**src/lom_pkg.sv**
```systemverilog
// shared types and constants for the limit order matcher
`default_nettype none
package lom_pkg;

   localparam int IDX_W = 6;
   localparam int ID_W = 32;
   localparam int PRICE_W = 32;
   localparam int QTY_W = 24;
   localparam int SEQ_W = 32;

   localparam logic SIDE_BUY = 1'b0;
   localparam logic SIDE_SELL = 1'b1;
   localparam logic KIND_TRADE = 1'b0;
   localparam logic KIND_SUMMARY = 1'b1;

   typedef enum logic [1:0] {
      CMD_NONE,
      CMD_FILL,
      CMD_REST
   } cmd_op_type;

   // update broadcast to all cells, the matching cell applies it
   typedef struct packed {
      cmd_op_type         op;
      logic [IDX_W-1:0]   idx;
      logic [ID_W-1:0]    order_id;
      logic               side;
      logic [PRICE_W-1:0] price;
      logic [QTY_W-1:0]   qty;
      logic [SEQ_W-1:0]   arrival;
   } cmd_type;

   // search token handed from cell to cell
   typedef struct packed {
      logic               live;
      logic               best_hit;
      logic [IDX_W-1:0]   best_idx;
      logic [PRICE_W-1:0] best_price;
      logic [SEQ_W-1:0]   best_age;
      logic [ID_W-1:0]    best_id;
      logic [QTY_W-1:0]   best_qty;
      logic               dup;
      logic               free_hit;
      logic [IDX_W-1:0]   free_idx;
   } token_type;

endpackage
`default_nettype wire

```
**src/lom_cell.sv**
```systemverilog
// one book entry plus one stage of the search chain
`default_nettype none
module lom_cell #(
   parameter int CELL_INDEX = 0
) (
   input  wire logic                       clock,
   input  wire logic                       reset,
   input  wire lom_pkg::cmd_type           cmd,
   input  wire logic                       taker_side,
   input  wire logic [lom_pkg::ID_W-1:0]   taker_id,
   input  wire logic [lom_pkg::SEQ_W-1:0]  arrival_now,
   input  wire lom_pkg::token_type         tok_in,
   output lom_pkg::token_type              tok_out
);
   localparam logic [lom_pkg::IDX_W-1:0] MY_IDX = CELL_INDEX[lom_pkg::IDX_W-1:0];

   logic                          valid_ff;
   logic [lom_pkg::ID_W-1:0]      id_ff;
   logic                          side_ff;
   logic [lom_pkg::PRICE_W-1:0]   price_ff;
   logic [lom_pkg::QTY_W-1:0]     qty_ff;
   logic [lom_pkg::SEQ_W-1:0]     arrival_ff;
   lom_pkg::token_type            tok_ff;
   lom_pkg::token_type            tok_in_next;

   logic                          opp;
   logic                          better;
   logic [lom_pkg::SEQ_W-1:0]     age;
   logic                          hit;

   assign hit = (cmd.idx == MY_IDX);
   assign age = arrival_now - arrival_ff;
   assign opp = valid_ff && (side_ff != taker_side);

   always_comb begin
      better = 1'b0;
      if (!tok_in.best_hit) begin
         better = 1'b1;
      end else if (taker_side == lom_pkg::SIDE_BUY) begin
         better = price_ff < tok_in.best_price;
      end else begin
         better = price_ff > tok_in.best_price;
      end
      if (tok_in.best_hit && price_ff == tok_in.best_price && age > tok_in.best_age) begin
         better = 1'b1;
      end
   end

   always_comb begin
      tok_in_next = tok_in;
      if (opp && better) begin
         tok_in_next.best_hit   = 1'b1;
         tok_in_next.best_idx   = MY_IDX;
         tok_in_next.best_price = price_ff;
         tok_in_next.best_age   = age;
         tok_in_next.best_id    = id_ff;
         tok_in_next.best_qty   = qty_ff;
      end
      if (valid_ff && id_ff == taker_id) begin
         tok_in_next.dup = 1'b1;
      end
      // lowest free entry wins since the token starts at cell zero
      if (!valid_ff && !tok_in.free_hit) begin
         tok_in_next.free_hit = 1'b1;
         tok_in_next.free_idx = MY_IDX;
      end
   end

   always_ff @(posedge clock) begin
      if (reset) begin
         valid_ff <= 1'b0;
         tok_ff   <= '0;
      end else begin
         tok_ff <= tok_in_next;
         if (hit && cmd.op == lom_pkg::CMD_FILL) begin
            valid_ff <= (cmd.qty != '0);
         end else if (hit && cmd.op == lom_pkg::CMD_REST) begin
            valid_ff <= 1'b1;
         end
      end
   end

   always_ff @(posedge clock) begin
      if (hit && cmd.op == lom_pkg::CMD_FILL) begin
         qty_ff <= cmd.qty;
      end else if (hit && cmd.op == lom_pkg::CMD_REST) begin
         id_ff      <= cmd.order_id;
         side_ff    <= cmd.side;
         price_ff   <= cmd.price;
         qty_ff     <= cmd.qty;
         arrival_ff <= cmd.arrival;
      end
   end

   assign tok_out = tok_ff;

endmodule
`default_nettype wire

```
**config.mk**
```make
export PLATFORM = sky130hd
export DESIGN_NAME = lom_cell
export DESIGN_NICKNAME = d
export VERILOG_FILES = /design/src/lom_pkg.sv /design/src/lom_cell.sv
export SDC_FILE = /design/constraint.sdc
export NUM_CORES = 1
export LEC_CHECK = 0
export BUFFER_PORTS_ARGS = -buffer_cell sky130_fd_sc_hd__buf_2
export CAP_MARGIN = 20
export CORE_AREA = 2 2 184 186
export CTS_BUF_LIST = sky130_fd_sc_hd__clkbuf_16
export CTS_CLUSTER_DIAMETER = 30
export DETAILED_ROUTE_END_ITERATION = 10
export DIE_AREA = 0 0 186 188
export GPL_TIMING_DRIVEN = 1
export PLACE_DENSITY_LB_ADDON = 0.15
export SYNTH_ARGS = -nofsm -noshare
export SYNTH_HDL_FRONTEND = slang
export SYNTH_SLANG_ARGS = --single-unit
export TNS_END_PERCENT = 10
```
**constraint.sdc**
```tcl
create_clock -name clock -period 8.9 [get_ports clock]
set_input_delay 0.89 -clock clock [delete_from_list [all_inputs] [get_ports clock]]
set_output_delay 0.89 -clock clock [all_outputs]
set_load 0.005 [all_outputs]
```
==> flow_metrics.tcl <==
set metrics [dict create \
    yosysTopAreaCellShare_pct 29.6 \
    viasPerCell 4.72 \
    synth_area_sq_mm 0.0123 \
    arrival_ns 6.47 \
    io_buffers 467 \
    clock_latency_ns 0.56 \
    postCtsSetupBuffers 0 \
    cp.required_ns 9.35 \
    tightest_slew_ns 0.897 \
    antenna_found_initial 9 \
    crit_type "input port to flip-flop" \
    die-area_sq_mm 0.0350 \
    yosysTopAreaCell "edfxtp_1" \
    grt_start_max_net_pins 76 \
    grt_pass1_vias 10200 \
    first_pass_iters 5 \
    cts-resized-gates 0 \
    htreeDepth 3 \
    start_util_pct 37.1 \
    final_nets 2053 \
    final_cell_mix "buf_2 (466), nor2_1 (151), dfxtp_1 (137)" \
    fin_ws_ns 2.88 \
    synth-edff-count 121 \
    dpl_cell_area_sq_mm 0.0151 \
    die-height_um 188 \
    leakage_nw 7.88 \
    rr_endpoint "tok_out[92]" \
    worstPathMaxFanout 45 \
    wl_per_cell_um 17.6 \
    worst_setup_path_start_kind "input port" \
    wirelength_um 37500 \
    grt_pass1_wl_um 55700 \
    layout_commonest_cell "buf_2" \
    drive_gt1_share_pct 35.0 \
    clk_path_buf_depth 3 \
    pin_count 468 \
    fmax_mhz 166 \
    overflow 0 \
    grtUsageTotal_pct 21.2 \
    clk_pin_slew_worst_paths_ns 0.04 \
    power_mw 4.03 \
    area_growth_pct 41.5 \
    async_flop_share_pct 0 \
    dp_hpwl_um 28900 \
    rrSetupSlack_ns 2.99 \
    fillCellCount 3002 \
    setup_viol 0 \
    place.gp.congestion 0.876 \
    period_minus_slack_ns 6.02 \
    ant_nets 0 \
    skew_ns 0.0196 \
    synth_cell_types 64 \
    hold_start "qty_ff[22]" \
    hold_viol_final 0 \
    drt_iter0_drc 396 \
    cap_violations 0 \
    min_path_cells 2 \
    fin_crit_sh_pct 67.6 \
    synth_warnings 0 \
    regArea_sq_mm 0.00638 \
    holdPathEnd "tok_out[30]" \
    multi_input_area_sq_mm 0.00534 \
    cts_tree "done" \
    synthTopCellsByArea "edfxtp_1 (30%), dfxtp_1 (22%), ha_1 (9.7%), mux2i_1 (9.5%), nor2_1 (4.6%)" \
    row_count 67 \
    p_per_area_mw_per_mm2 232 \
    cts_made_buffers 68 \
    tns_ns 0 \
    rr_worst_depth 21 \
    rsz0062_at_grt "false" \
    dp_slack_ns 2.37 \
    fp.dieW_um 186 \
    netlist_instances 1115 \
    vias 10100 \
    seq_area_frac_synth_pct 52.0 \
    end_kind "flip-flop" \
    fin_area_sq_mm 0.0174 \
    status "finished clean" \
    ctsRootBufferMaster "clkbuf_16" \
    fp.coreArea_sq_mm 0.0331 \
    numClockSinks 258 \
    ctsHoldBuffers 0 \
    avgSynthCellArea_sq_um 11.0 \
    slew_violations 0 \
    remaining_drc_errors 0 \
    ys.flop_type "dfxtp_1" \
    timing.rr.start "arrival_ff[2]" \
    peakVddDrop_mv 0.226 \
    hold_class "flip-flop to flip-flop" \
    synth_nets 1543 \
    synth_seq_cells 258 \
    slew_headroom_pct 40.2 \
]
-- through the flow --
step | std cells | hold WS (ns) | util, %
6_report | 2132 | 0.477 | 52.5
5_1_grt | 2129 | 0.477 | 52.4
4_1_cts | 2127 | 0.473 | 52.4
3_5_place_dp | 2003 | 0.472 | 45.5
3_3_place_gp | 2003 | 0.460 | 45.5
2_1_floorplan | 1115 | 0.456 | -
-- cell type report --
cell class / instances / share of cell area (%)
diodes: 5 / 0.0720
clock buffers: 71 / 10.2
clock inverters: 53 / 3.01
inverters: 104 / 2.25
multi-input cells: 719 / 30.7
flip-flops and latches: 258 / 36.7
well taps: 448 / 3.23
repair buffers: 474 / 13.8
-- where the power goes --
part / internal (mW) / switching [mW] / leakage (nW)
registers: 1.28 / 0.00946 / 2.23
logic: 0.158 / 0.171 / 4.50
clock network: 1.69 / 0.722 / 1.15
total: 3.13 / 0.903 / 7.88
-- kinds of logic after synthesis --
family                   Yosys count  share of synthesized area, %
AO/OA/AOI/OAI                    139                          7.74
XOR/XNOR                          61                          4.35
adder cells (fa/ha/maj)           96                          9.85
buffers and inverters            138                          4.80
flip-flops                       258                          52.0
multiplexers                     117                          9.54
AND/OR/NAND/NOR                  306                          11.8
-- routing by layer --
metal	wire length (um)	part of all wire, %	GRT usage [%]	vias to the layer above
li1	-	-	-	5011
met1	14100	38	22.5	4592
met2	18900	50	37.2	377
met3	3320	8.9	8.39	74
met4	1150	3.1	8.30	6
met5	39	0.10	0	-
-- cell usage after synthesis, drive strengths merged, types with 3 or more instances --
cell    number
a211oi       7
a21o        11
a21oi       55
a221oi       4
a31oi        4
and2        13
and3         6
buf         15
clkbuf      19
dfxtp      137
edfxtp     121
ha          95
inv        104
mux2i      117
nand2       33
nand2b       5
nand3       23
nand3b       4
nand4       26
nand4b       4
nor2       152
nor2b        5
nor3        12
nor4        13
o211ai       4
o21ai       20
o21bai       3
o221ai       3
o311ai       6
o31ai        5
or3          4
xnor2       46
xor2        15
-- registers in the layout, summed over array words and instances (netlist names) --
signal and flops:
id_ff 32, qty_ff 24, side_ff 1, arrival_ff 32, price_ff 32, valid_ff 1, tok_out 136
-- worst max-delay path by stage --
stage                               from             to  slack, ns  depth (start not counted)
after floorplan                 cmd[124]  arrival_ff[0]       3.33                          3
after global placement    arrival_now[2]    tok_out[92]       2.66                         21
after detailed placement  arrival_now[2]    tok_out[92]       2.37                         21
after CTS                 arrival_now[2]    tok_out[92]       2.94                         21
after global routing      arrival_now[2]    tok_out[92]       2.50                         21
final                     arrival_now[2]    tok_out[92]       2.88                         21
-- critical path, cell delays in order --
cell	delay, ns
buf_2	0.10
ha_1	0.34
a21oi_1	0.23
a21oi_1	0.17
o311ai_2	0.39
a31oi_1	0.19
o31ai_1	0.40
a21oi_1	0.13
or4_1	0.53
and2_1	0.18
ha_1	0.29
nand4_1	0.13
nor2_1	0.21
nand2_1	0.08
nor3_1	0.30
a21oi_1	0.13
o31a_1	0.33
o2bb2ai_4	0.23
buf_4	0.62
or4b_1	0.49
o311ai_1	0.09
(Power assumes the default switching activity.)
